==> config.mk <==
export PLATFORM = sky130hd
export DESIGN_NAME = gfp_projective_point_index
export DESIGN_NICKNAME = d
export VERILOG_FILES = /design/src/rtl/gfppi_pkg.sv /design/src/rtl/gfppi_seq.sv /design/src/rtl/gfp_projective_point_index.sv
export SDC_FILE = /design/constraint.sdc
export NUM_CORES = 2
export LEC_CHECK = 0
export BUFFER_PORTS_ARGS = -buffer_cell sky130_fd_sc_hd__buf_2
export CAP_MARGIN = 15
export CELL_PAD_IN_SITES_DETAIL_PLACEMENT = 0
export CELL_PAD_IN_SITES_GLOBAL_PLACEMENT = 1
export CORE_MARGIN = 2
export CORE_UTILIZATION = 51
export CTS_CLUSTER_DIAMETER = 120
export DETAILED_ROUTE_END_ITERATION = 10
export PLACE_DENSITY = 0.85
export SLEW_MARGIN = 20
export SYNTH_ARGS = -nofsm -noshare
export SYNTH_HDL_FRONTEND = slang
export SYNTH_HIERARCHICAL = 1
export SYNTH_SLANG_ARGS = --single-unit
==> constraint.sdc <==
create_clock -name clk -period 15.5 [get_ports clk]
set_input_delay 3.1 -clock clk [delete_from_list [all_inputs] [get_ports clk]]
set_output_delay 3.1 -clock clk [all_outputs]
set_load 0.02 [all_outputs]
==> src/rtl/gfppi_pkg.sv <==
// Shared types and constants for the GF(p) projective point index block.
package gfppi_pkg;

	localparam int IDX_BITS = 32;

	typedef logic [3:0] step_t;

	typedef enum logic [3:0] {
		OP_NOP,
		OP_LOAD,
		OP_REDUCE,
		OP_PIVOT,
		OP_ALIGN,
		OP_DIV,
		OP_MULQ,
		OP_SWAP,
		OP_INV,
		OP_MUL,
		OP_PACK_MUL,
		OP_PACK_ADD,
		OP_ERROR,
		OP_EMIT
	} op_t;

	typedef enum logic [3:0] {
		C_NEXT,
		C_ALWAYS,
		C_NO_IN,
		C_CNT_NZ,
		C_P_LT2,
		C_ZERO_VEC,
		C_REM_NZ,
		C_GCD_BAD,
		C_OUT_BUSY
	} cond_t;

	typedef enum logic [1:0] {
		PV_X,
		PV_Y,
		PV_Z
	} pivot_t;

	typedef struct packed {
		op_t   op;
		cond_t cond;
		step_t target;
	} uword_t;

	// status from the datapath that the sequencer branches on
	typedef struct packed {
		logic in_valid;
		logic cnt_nz;
		logic p_lt2;
		logic zero_vec;
		logic rem_nz;
		logic gcd_bad;
		logic out_busy;
	} flags_t;

	typedef struct packed {
		op_t  op;
		logic idle;
	} ctl_t;

endpackage

==> src/rtl/gfppi_seq.sv <==
// Microcode sequencer: step counter, control store and branch logic.
module gfppi_seq (
	input  logic              clk,
	input  logic              arst_n,
	input  gfppi_pkg::flags_t flags,
	output gfppi_pkg::ctl_t   ctl
);

	localparam gfppi_pkg::step_t S_IDLE = 4'd0;
	localparam gfppi_pkg::step_t S_CHK  = 4'd1;
	localparam gfppi_pkg::step_t S_RED  = 4'd2;
	localparam gfppi_pkg::step_t S_PIV  = 4'd3;
	localparam gfppi_pkg::step_t S_ALN  = 4'd4;
	localparam gfppi_pkg::step_t S_DIV  = 4'd5;
	localparam gfppi_pkg::step_t S_MULQ = 4'd6;
	localparam gfppi_pkg::step_t S_SWP  = 4'd7;
	localparam gfppi_pkg::step_t S_GCD  = 4'd8;
	localparam gfppi_pkg::step_t S_INV  = 4'd9;
	localparam gfppi_pkg::step_t S_MUL  = 4'd10;
	localparam gfppi_pkg::step_t S_PK1  = 4'd11;
	localparam gfppi_pkg::step_t S_PK2  = 4'd12;
	localparam gfppi_pkg::step_t S_WAIT = 4'd13;
	localparam gfppi_pkg::step_t S_EMIT = 4'd14;
	localparam gfppi_pkg::step_t S_ERR  = 4'd15;

	gfppi_pkg::step_t  step_q;
	gfppi_pkg::step_t  step_nxt;
	gfppi_pkg::uword_t uw;
	logic              take;

	always_ff @(posedge clk or negedge arst_n) begin
		if (!arst_n) begin
			step_q <= S_IDLE;
		end else begin
			step_q <= step_nxt;
		end
	end

	// control store
	always_comb begin
		unique case (step_q)
			S_IDLE: uw = '{gfppi_pkg::OP_LOAD,     gfppi_pkg::C_NO_IN,    S_IDLE};
			S_CHK:  uw = '{gfppi_pkg::OP_NOP,      gfppi_pkg::C_P_LT2,    S_ERR};
			S_RED:  uw = '{gfppi_pkg::OP_REDUCE,   gfppi_pkg::C_CNT_NZ,   S_RED};
			S_PIV:  uw = '{gfppi_pkg::OP_PIVOT,    gfppi_pkg::C_ZERO_VEC, S_ERR};
			S_ALN:  uw = '{gfppi_pkg::OP_ALIGN,    gfppi_pkg::C_NEXT,     S_DIV};
			S_DIV:  uw = '{gfppi_pkg::OP_DIV,      gfppi_pkg::C_CNT_NZ,   S_DIV};
			S_MULQ: uw = '{gfppi_pkg::OP_MULQ,     gfppi_pkg::C_NEXT,     S_SWP};
			S_SWP:  uw = '{gfppi_pkg::OP_SWAP,     gfppi_pkg::C_REM_NZ,   S_ALN};
			S_GCD:  uw = '{gfppi_pkg::OP_NOP,      gfppi_pkg::C_GCD_BAD,  S_ERR};
			S_INV:  uw = '{gfppi_pkg::OP_INV,      gfppi_pkg::C_NEXT,     S_MUL};
			S_MUL:  uw = '{gfppi_pkg::OP_MUL,      gfppi_pkg::C_CNT_NZ,   S_MUL};
			S_PK1:  uw = '{gfppi_pkg::OP_PACK_MUL, gfppi_pkg::C_NEXT,     S_PK2};
			S_PK2:  uw = '{gfppi_pkg::OP_PACK_ADD, gfppi_pkg::C_NEXT,     S_WAIT};
			S_WAIT: uw = '{gfppi_pkg::OP_NOP,      gfppi_pkg::C_OUT_BUSY, S_WAIT};
			S_EMIT: uw = '{gfppi_pkg::OP_EMIT,     gfppi_pkg::C_ALWAYS,   S_IDLE};
			S_ERR:  uw = '{gfppi_pkg::OP_ERROR,    gfppi_pkg::C_ALWAYS,   S_WAIT};
		endcase
	end

	// branch condition select
	always_comb begin
		unique case (uw.cond)
			gfppi_pkg::C_NEXT:     take = 1'b0;
			gfppi_pkg::C_ALWAYS:   take = 1'b1;
			gfppi_pkg::C_NO_IN:    take = !flags.in_valid;
			gfppi_pkg::C_CNT_NZ:   take = flags.cnt_nz;
			gfppi_pkg::C_P_LT2:    take = flags.p_lt2;
			gfppi_pkg::C_ZERO_VEC: take = flags.zero_vec;
			gfppi_pkg::C_REM_NZ:   take = flags.rem_nz;
			gfppi_pkg::C_GCD_BAD:  take = flags.gcd_bad;
			gfppi_pkg::C_OUT_BUSY: take = flags.out_busy;
			default:               take = 1'b0;
		endcase
		step_nxt = take ? uw.target : step_q + 4'd1;
		ctl.op   = uw.op;
		ctl.idle = (step_q == S_IDLE);
	end

endmodule

==> src/rtl/gfp_projective_point_index.sv <==
// Top level: projective point index over GF(p), microcoded datapath.
//
//  channel  | handshake            | payload
//  ---------+----------------------+---------------------------------------
//  input    | in_valid / in_stall  | comp_x, comp_y, comp_z
//  output   | out_valid / out_stall| point_index, error
//  config   | cfg_we               | cfg_data (modulus p)
//
// One word at a time. The serial mod-p reduction, the shift-subtract divider of
// the Euclid loop and the serial modular multiply set how long a word takes;
// the divide of each Euclid step grows with the gap between the top bit positions
// of the two remainders. An error exit skips the rest of the program. Reset sets
// p to 2 and idles. A finished word waits in the output register; a new input
// word is taken while it waits, and only a second result stalls the program.
module gfp_projective_point_index #(
	parameter int COMP_BITS = 32,
	parameter int MOD_BITS  = 16
) (
	input  logic                           clk,
	input  logic                           arst_n,
	input  logic                           cfg_we,
	input  logic [MOD_BITS-1:0]            cfg_data,
	input  logic                           in_valid,
	output logic                           in_stall,
	input  logic [COMP_BITS-1:0]           comp_x,
	input  logic [COMP_BITS-1:0]           comp_y,
	input  logic [COMP_BITS-1:0]           comp_z,
	output logic                           out_valid,
	input  logic                           out_stall,
	output logic [gfppi_pkg::IDX_BITS-1:0] point_index,
	output logic                           error
);

	localparam int RW    = MOD_BITS + 1;
	localparam int TW    = MOD_BITS + 2;
	localparam int MAXB  = (COMP_BITS > MOD_BITS) ? COMP_BITS : MOD_BITS;
	localparam int CNT_W = $clog2(MAXB);
	localparam int IW    = gfppi_pkg::IDX_BITS;

	gfppi_pkg::flags_t flags;
	gfppi_pkg::ctl_t   ctl;

	logic [MOD_BITS-1:0]  modulus_q;
	logic [COMP_BITS-1:0] cx_q, cy_q, cz_q;
	logic [RW-1:0]        ra_q, rb_q, rc_q;
	logic [CNT_W-1:0]     cnt_q;
	gfppi_pkg::pivot_t    pv_q;
	logic [MOD_BITS-1:0]  r0_q, r1_q, rem_q, d_q, quo_q;
	logic signed [TW-1:0] t0_q, t1_q, mp_q;
	logic [MOD_BITS-1:0]  f_q, acca_q, accb_q;
	logic [IW-1:0]        prod_q;
	logic [IW-1:0]        res_index_q;
	logic                 res_error_q;
	logic [IW-1:0]        point_index_q;
	logic                 error_q;
	logic                 out_valid_q;

	logic [CNT_W-1:0]       shift;
	logic signed [TW-1:0]   tf;
	logic [2*MOD_BITS-1:0]  prod_full;
	logic                   in_take;
	logic                   out_take;

	// one restoring step of x mod p, feeding the next input bit
	function automatic logic [RW-1:0] red_step(input logic [RW-1:0] r, input logic b,
		input logic [MOD_BITS-1:0] p);
		logic [RW-1:0] v;
		v = {r[MOD_BITS-1:0], b};
		if (v >= {1'b0, p}) begin
			v = v - {1'b0, p};
		end
		return v;
	endfunction

	// acc = 2*acc + b*f mod p
	function automatic logic [MOD_BITS-1:0] mul_step(input logic [MOD_BITS-1:0] acc,
		input logic b, input logic [MOD_BITS-1:0] f, input logic [MOD_BITS-1:0] p);
		logic [RW-1:0] v;
		v = {acc, 1'b0};
		if (v >= {1'b0, p}) begin
			v = v - {1'b0, p};
		end
		if (b) begin
			v = v + {1'b0, f};
		end
		if (v >= {1'b0, p}) begin
			v = v - {1'b0, p};
		end
		return v[MOD_BITS-1:0];
	endfunction

	function automatic logic [CNT_W-1:0] msb_pos(input logic [MOD_BITS-1:0] v);
		logic [CNT_W-1:0] pos;
		pos = '0;
		for (int i = 0; i < MOD_BITS; i++) begin
			if (v[i]) begin
				pos = CNT_W'(i);
			end
		end
		return pos;
	endfunction

	gfppi_seq u_seq (
		.clk    (clk),
		.arst_n (arst_n),
		.flags  (flags),
		.ctl    (ctl)
	);

	assign in_stall = !ctl.idle;
	assign in_take  = in_valid && !in_stall;
	assign out_take = out_valid_q && !out_stall;

	always_comb begin
		flags.in_valid = in_valid;
		flags.cnt_nz   = (cnt_q != '0);
		flags.p_lt2    = (modulus_q < MOD_BITS'(2));
		flags.zero_vec = (ra_q == '0) && (rb_q == '0) && (rc_q == '0);
		flags.rem_nz   = (rem_q != '0);
		flags.gcd_bad  = (r0_q != MOD_BITS'(1));
		flags.out_busy = out_valid_q && out_stall;
	end

	always_comb begin
		shift = (msb_pos(r0_q) > msb_pos(r1_q)) ? msb_pos(r0_q) - msb_pos(r1_q) : '0;
		tf = t0_q[TW-1] ? t0_q + $signed(TW'(modulus_q)) : t0_q;
		if (tf >= $signed(TW'(modulus_q))) begin
			tf = tf - $signed(TW'(modulus_q));
		end
		prod_full = modulus_q * accb_q;
	end

	always_ff @(posedge clk or negedge arst_n) begin
		if (!arst_n) begin
			modulus_q   <= MOD_BITS'(2);
			out_valid_q <= 1'b0;
		end else begin
			if (cfg_we) begin
				modulus_q <= cfg_data;
			end
			if (ctl.op == gfppi_pkg::OP_EMIT) begin
				out_valid_q <= 1'b1;
			end else if (out_take) begin
				out_valid_q <= 1'b0;
			end
		end
	end

	always_ff @(posedge clk) begin
		unique case (ctl.op)
			gfppi_pkg::OP_LOAD: begin
				cx_q  <= comp_x;
				cy_q  <= comp_y;
				cz_q  <= comp_z;
				ra_q  <= '0;
				rb_q  <= '0;
				rc_q  <= '0;
				cnt_q <= CNT_W'(COMP_BITS - 1);
			end
			gfppi_pkg::OP_REDUCE: begin
				ra_q  <= red_step(ra_q, cx_q[COMP_BITS-1], modulus_q);
				rb_q  <= red_step(rb_q, cy_q[COMP_BITS-1], modulus_q);
				rc_q  <= red_step(rc_q, cz_q[COMP_BITS-1], modulus_q);
				cx_q  <= cx_q << 1;
				cy_q  <= cy_q << 1;
				cz_q  <= cz_q << 1;
				cnt_q <= cnt_q - 1'b1;
			end
			gfppi_pkg::OP_PIVOT: begin
				// last component that is non-zero mod p
				if (rc_q != '0) begin
					pv_q <= gfppi_pkg::PV_Z;
					r1_q <= rc_q[MOD_BITS-1:0];
				end else if (rb_q != '0) begin
					pv_q <= gfppi_pkg::PV_Y;
					r1_q <= rb_q[MOD_BITS-1:0];
				end else begin
					pv_q <= gfppi_pkg::PV_X;
					r1_q <= ra_q[MOD_BITS-1:0];
				end
				r0_q <= modulus_q;
				t0_q <= '0;
				t1_q <= TW'(1);
			end
			gfppi_pkg::OP_ALIGN: begin
				// line up the divisor's top bit with the dividend's
				rem_q <= r0_q;
				d_q   <= r1_q << shift;
				quo_q <= '0;
				cnt_q <= shift;
			end
			gfppi_pkg::OP_DIV: begin
				if (rem_q >= d_q) begin
					rem_q <= rem_q - d_q;
					quo_q <= {quo_q[MOD_BITS-2:0], 1'b1};
				end else begin
					quo_q <= {quo_q[MOD_BITS-2:0], 1'b0};
				end
				d_q   <= d_q >> 1;
				cnt_q <= cnt_q - 1'b1;
			end
			gfppi_pkg::OP_MULQ: begin
				mp_q <= $signed(TW'(quo_q)) * t1_q;
			end
			gfppi_pkg::OP_SWAP: begin
				r0_q <= r1_q;
				r1_q <= rem_q;
				t0_q <= t1_q;
				t1_q <= t0_q - mp_q;
			end
			gfppi_pkg::OP_INV: begin
				f_q    <= tf[MOD_BITS-1:0];
				acca_q <= '0;
				accb_q <= '0;
				cnt_q  <= CNT_W'(MOD_BITS - 1);
			end
			gfppi_pkg::OP_MUL: begin
				acca_q <= mul_step(acca_q, ra_q[MOD_BITS-1], f_q, modulus_q);
				accb_q <= mul_step(accb_q, rb_q[MOD_BITS-1], f_q, modulus_q);
				ra_q   <= ra_q << 1;
				rb_q   <= rb_q << 1;
				cnt_q  <= cnt_q - 1'b1;
			end
			gfppi_pkg::OP_PACK_MUL: begin
				prod_q <= IW'(prod_full);
			end
			gfppi_pkg::OP_PACK_ADD: begin
				res_error_q <= 1'b0;
				case (pv_q)
					gfppi_pkg::PV_Z:
						res_index_q <= IW'(acca_q) + prod_q + IW'(modulus_q) + IW'(1);
					gfppi_pkg::PV_Y:
						res_index_q <= IW'(acca_q) + IW'(1);
					default:
						res_index_q <= '0;
				endcase
			end
			gfppi_pkg::OP_ERROR: begin
				res_error_q <= 1'b1;
				res_index_q <= '0;
			end
			gfppi_pkg::OP_EMIT: begin
				// move the finished word into the free output register
				point_index_q <= res_index_q;
				error_q       <= res_error_q;
			end
			default: begin
			end
		endcase
	end

	assign out_valid   = out_valid_q;
	assign point_index = point_index_q;
	assign error       = error_q;

	// a result is only loaded into a free output register
	a_emit_free: assert property (@(posedge clk) disable iff (!arst_n)
		(ctl.op == gfppi_pkg::OP_EMIT) |-> !(out_valid_q && out_stall))
		else $error("result emitted over a held word");

	// accepting a word starts the program
	a_accept_busy: assert property (@(posedge clk) disable iff (!arst_n)
		in_take |=> !ctl.idle)
		else $error("sequencer stayed idle after accept");

	// the divider leaves a remainder below the divisor
	a_rem_lt_div: assert property (@(posedge clk) disable iff (!arst_n)
		(ctl.op == gfppi_pkg::OP_SWAP) |-> (rem_q < r1_q))
		else $error("Euclid remainder not reduced");

	// the inverse is only formed when the gcd is one
	a_inv_gcd: assert property (@(posedge clk) disable iff (!arst_n)
		(ctl.op == gfppi_pkg::OP_INV) |-> (r0_q == MOD_BITS'(1)))
		else $error("inverse formed with gcd not one");

	// an error word carries index zero
	a_err_zero: assert property (@(posedge clk) disable iff (!arst_n)
		(out_valid_q && error_q) |-> (point_index_q == '0))
		else $error("error word with non-zero index");

endmodule
* Word-level counts from Yosys, hierarchy flattened *
Memory sizes are Yosys's and may differ from the RTL's.
Cells that the tools add are included.

storage, ports and cells
  flip-flop bits (word level) = 455
  memory bits (read-only) = 192
  input port bits = 117
  word-level logic and storage cells = 186
  memories = 1

operators by class
  add/sub/neg operators = 20
  multiply operators = 2
  order comparisons = 11
  eq/ne operators = 25
  shift operators = 1
  multiplexer cells = 74
  reduce and logical (&&, ||, !) cells = 25

memories
  memory            words  bits a word  rd ports  clocked after Yosys merged registers in  wr ports  line             text
  (name not given)  16     12           1         0                                        0         gfppi_seq.sv:41  unique case (step_q)

operators by type and width
  kind                                           count
  case mux 32 bit (2 select lines)               5
  case mux 16 bit (2 select lines)               7
  two-way mux 17 bit                             11
  two-way mux 5 bit                              29
  greater-or-equal comparator 17 x 16 -> 1 bit   7
  case mux 17 bit (3 select lines)               2
  two-way mux 16 bit                             6
  subtractor 17 x 16 -> 17 bit                   5
  case mux 18 bit (2 select lines)               2
  subtractor 16 bit                              4
  zero test 17 bit                               3
  adder 17 x 16 -> 17 bit                        2
  case mux 17 bit (2 select lines)               1
  nonzero test 17 bit                            2
  adder 16 x 32 -> 32 bit                        1
  adder 32 x 1 -> 32 bit, second input constant  1
  adder 32 x 16 -> 32 bit                        1
  == test 4 x 3 -> 1 bit, second input constant  8
  multiplier 16 x 16 -> 32 bit                   1
  == test 4 bit, second input constant           7
  case mux 5 bit (4 select lines)                1
  adder 18 x 17 -> 18 bit                        1
  greater-or-equal comparator 18 x 17 -> 1 bit   1
  multiplier 17 x 18 -> 18 bit                   1
  30 further kinds                               49

* Depth between registers and ports, before layout *
  depth after elaboration = 19
  mapped depth = 31

* Cells and area by module *
The synthesis kept the hierarchy.

modules (own cells, without submodules)
  module                      times used  cells each  area each (um^2)
  gfp_projective_point_index  1           4821        44896.8
  gfppi_seq                   1           86          698.2

* Worst setup path before layout *
Ideal clock, no wire load.

  path kind = register -> register
  start point = register u_seq.step_q[0]
  end point = register ra_q[0], enable pin
  arrival = 11.262 ns
  required time = 15.105 ns
  setup slack = 3.844 ns
  cell stages (with the launch flop) = 11
  buffers on the path = 0
  period minus slack after synthesis = 11.656 ns
  cells stage by stage = dfrtp_1 > inv_1 > ha_1 > inv_1 > nor2_1 > nor2_1 > nor2_1 > a21oi_1 > nand2b_1 > a211oi_1 > nand2b_1

RTL lines
  element                 line                               text
  start, declared         gfppi_seq.sv:26                    gfppi_pkg::step_t step_q;
  start signal, assigned  gfppi_seq.sv:35                    step_q <= step_nxt;
  end signal, assigned    gfp_projective_point_index.sv:161  ra_q <= red_step(ra_q, cx_q[COMP_BITS-1], modulus_q);
  end signal, assigned    gfp_projective_point_index.sv:220  ra_q <= ra_q << 1;
  end, declared           gfp_projective_point_index.sv:45   logic [RW-1:0] ra_q, rb_q, rc_q;

* Worst setup path after layout *
  start point = register modulus_q[1]
  end point = register accb_q[14] (data pin)

on the way
  longest elaborated chain between the ends = 9
  elaborated cells between the ends (all ways) = 11
  those cells by class = add/sub (3); order compare (2); mux (6)

ends and longest elaborated chain
  element                                                                                              line                                                                text
  start, declared                                                                                      gfp_projective_point_index.sv:43                                    logic [MOD_BITS-1:0] modulus_q;
  start signal, assigned                                                                               gfp_projective_point_index.sv:139                                   modulus_q <= cfg_data;
  subtractor 17 x 16 -> 17 bit / greater-or-equal comparator 17 x 16 -> 1 bit (equally long branches)  gfp_projective_point_index.sv:81, gfp_projective_point_index.sv:80
  two-way mux 17 bit                                                                                   gfp_projective_point_index.sv:80                                    if (v >= {1'b0, p}) begin
  two-way mux 17 bit                                                                                   gfp_projective_point_index.sv:150                                   unique case (ctl.op)
  adder 17 x 16 -> 17 bit                                                                              gfp_projective_point_index.sv:84                                    v = v + {1'b0, f};
  two-way mux 17 bit                                                                                   gfp_projective_point_index.sv:83                                    if (b) begin
  two-way mux 17 bit                                                                                   gfp_projective_point_index.sv:150
  subtractor 16 bit / greater-or-equal comparator 17 x 16 -> 1 bit (equally long branches)             gfp_projective_point_index.sv:87, gfp_projective_point_index.sv:86
  two-way mux 16 bit (*)                                                                               gfp_projective_point_index.sv:86                                    if (v >= {1'b0, p}) begin
  case mux 16 bit (2 select lines) (*)                                                                 gfp_projective_point_index.sv:150
  end signal, assigned                                                                                 gfp_projective_point_index.sv:219                                   accb_q <= mul_step(accb_q, rb_q[MOD_BITS-1], f_q, modulus_q);
  end, declared                                                                                        gfp_projective_point_index.sv:50                                    logic [MOD_BITS-1:0] f_q, acca_q, accb_q;

Mark *: on every way between the ends. The rest lies on a longest branch, timed or not. The select of a mux whose other input is x is not followed.
A chain may end at the register's enable or synchronous reset.

==> impl_metrics.env <==
export IMPL_slew_violations=0
export IMPL_antenna_found_initial=2
export IMPL_antenna_cells=0
export IMPL_io_pins=152
export IMPL_worstMarginPinSlew_ns=1.17
export IMPL_crit_arrival_ns=9.34
export IMPL_hold_depth=0
export IMPL_synthArstFlopShare_pct=4.62
export IMPL_synth_edff_count=434
export IMPL_fp_dieH_um=303
export IMPL_place_hpwl_mm=97.3
export IMPL_cpPeakStageDelay_ns=0.82
export IMPL_synth_area_leaders="edfxtp_1, fa_1, ha_1"
export IMPL_period_share_pct=57.5
export IMPL_h_tree_depth=2
export IMPL_first_global_vias=34900
export IMPL_hold_buffers=0
export IMPL_num_rows=109
export IMPL_cts_tree="yes"
export IMPL_end_kind="flip-flop"
export IMPL_rr_endpoint="accb_q[14]"
export IMPL_grt_util_all_layers_pct=28.5
export IMPL_syn_inst=4907
export IMPL_coreArea_um2=88500
export IMPL_post_cts_buffers=0
export IMPL_gp_congestion=0.967
export IMPL_fp_dieW_um=303
export IMPL_hp_class="flip-flop to flip-flop"
export IMPL_violations="DRC"
export IMPL_grt_max_degree=88
export IMPL_clk_latency_ns=0.67
export IMPL_fillers=7910
export IMPL_regToRegStartpoint="modulus_q[1]"
export IMPL_ys_seq_area_share_pct=29.7
export IMPL_avgSynthCellArea_um2=9.29
export IMPL_r2r_cells=25
export IMPL_ys_warn_count=6
export IMPL_final_common_cell="nand2_1"
export IMPL_cts_buffers=56
export IMPL_io_buffer_count=151
export IMPL_clock_skew_ns=0.0491
export IMPL_cp_top_family="compound AO/OA/AOI/OAI gates"
export IMPL_syn2layout_area_growth_pct=8.57
export IMPL_synth_flop_cell="edfxtp_1"
export IMPL_dieArea_um2=91800
export IMPL_cts_resized=0
export IMPL_clk_pin_slew_ns=0.06
export IMPL_critPathLaunchType="flip-flop"
export IMPL_yosysTopAreaCell="edfxtp_1"
export IMPL_totalWireLength_mm=130
export IMPL_final_antenna_net_count=0
export IMPL_grt_pass1_wl_mm=202
export IMPL_initial_core_util_pct=51.5
export IMPL_dr_pass1_iters=9
export IMPL_outcome="complete, but fails checks"
export IMPL_worstSetupPathType="flip-flop to flip-flop"
export IMPL_max_freq_mhz=112
export IMPL_maxCapViolCount=0
export IMPL_maxSlewHeadroom_pct=21.6
export IMPL_final_cell_mix="nand2_1, inv_1, edfxtp_1"
export IMPL_fin_nets=5879
export IMPL_rsz0062_at_grt="no"
export IMPL_syn_num_nets=5778
export IMPL_drive_gt1_share_pct=8.16
export IMPL_path_buf_inv=1
export IMPL_cp_required_ns=15.92
export IMPL_cts_root_buf="clkbuf_16"
export IMPL_hold_viol_final=0
export IMPL_drc=8
export IMPL_cp_slowest_cell="dfstp_2"
export IMPL_fin_setup_tns_ns=0
export IMPL_setup_viol=0
export IMPL_reg2reg_slack_ns=6.58
export IMPL_holdPathEnd="point_index[6]"
export IMPL_clockBufferDepth=3
export IMPL_cts_sinks=455
export IMPL_synth_seq_cells=455
export IMPL_viasPerCell=5.83
export IMPL_period_minus_slack_ns=8.92
export IMPL_drtIter0Drc=2927
export IMPL_min_from="res_index_q[6]"
export IMPL_path_max_fanout=22
export IMPL_post_drt_wl_per_cell_um=20.9
export IMPL_num_vias=36200
export IMPL_syn_area_um2=45600
export IMPL_grt_overflow=0
export IMPL_synth_top_area_share_pct=28.6
export IMPL_yosysUniqueCellTypes=105
-- worst max path at each step --
stage	depth (start not counted)	startpoint	slack [ns]	end
2_1_floorplan	10	u_seq/step_q[0]	3.84	ra_q[0]
3_3_place_gp	25	modulus_q[1]	6.87	accb_q[15]
3_5_place_dp	25	modulus_q[1]	6.66	accb_q[14]
4_1_cts	25	modulus_q[1]	6.68	accb_q[14]
5_1_grt	25	modulus_q[1]	5.91	accb_q[14]
6_report	25	modulus_q[1]	6.58	accb_q[14]
-- cells by family after synthesis --
logic type / share of synthesized area (%)
fa+ha+maj: 26.2
mux: 2.77
simple gates: 17.8
xor+xnor: 4.78
buf+inv: 6.08
flops: 29.7
compound gates: 12.6
-- flip-flops by register name, indices dropped and copies added, names as in the netlist, 17 cells and up, named ones only --
signal / count
cx_q: 32
cy_q: 32
cz_q: 32
mp_q: 18
point_index: 32
prod_q: 32
ra_q: 17
rb_q: 17
rc_q: 17
res_index_q: 32
t0_q: 18
t1_q: 18
-- stage by stage --
step / area, µm² / instances / worst slack (ns) / utilization [%] / hold WS (ns)
3_3_place_gp: 47600 / 6113 / 6.87 / 53.8 / 0.402
4_1_cts: 49500 / 6214 / 6.68 / 55.9 / 0.419
3_5_place_dp: 47700 / 6114 / 6.66 / 53.9 / 0.405
2_1_floorplan: 45600 / 4907 / 3.84 / - / 0.400
6_report: 49500 / 6215 / 6.58 / 55.9 / 0.418
5_1_grt: 49500 / 6215 / 5.91 / 55.9 / 0.434
-- metal layers --
metal / vias to the layer above / GRT usage [%] / routed length [µm]
met1: 17700 / 41.3 / 58800
met4: 0 / 8.36 / 4000
met5: - / 0 / 0
li1: 17100 / - / -
met3: 189 / 3.48 / 8560
met2: 1200 / 45.0 / 58700
-- area by class of cell --
class	instances	area (µm²)	share of cell area [%]
clock buffers	64	1440	2.91
clock inverters	36	369	0.746
inverters	554	2080	4.20
multi-input cells	3728	29400	59.3
flip-flops and latches	455	13600	27.4
well taps	1165	1460	2.94
repair buffers	213	1240	2.51
-- synthesized netlist by cell type (32+ instances only) --
| master | count |
|---|---|
| nor4_1 | 35 |
| o21a_1 | 47 |
| nor2b_1 | 39 |
| ha_1 | 422 |
| mux2_2 | 47 |
| nor2_1 | 272 |
| fa_1 | 332 |
| and3_1 | 45 |
| and2_1 | 190 |
| o22ai_1 | 32 |
| o21ai_0 | 188 |
| a21oi_1 | 222 |
| nand2b_1 | 45 |
| clkbuf_1 | 140 |
| a211oi_1 | 41 |
| nand4_1 | 50 |
| mux2i_1 | 72 |
| xnor2_1 | 160 |
| xor2_1 | 82 |
| nand3_1 | 93 |
| nand2_1 | 767 |
| nor3_1 | 98 |
| inv_1 | 553 |
| edfxtp_1 | 434 |
| a21o_1 | 59 |
| or3_1 | 48 |
Power is not shown: default switching activity piles up to over one toggle a cycle in this logic, so the estimate is an artifact.
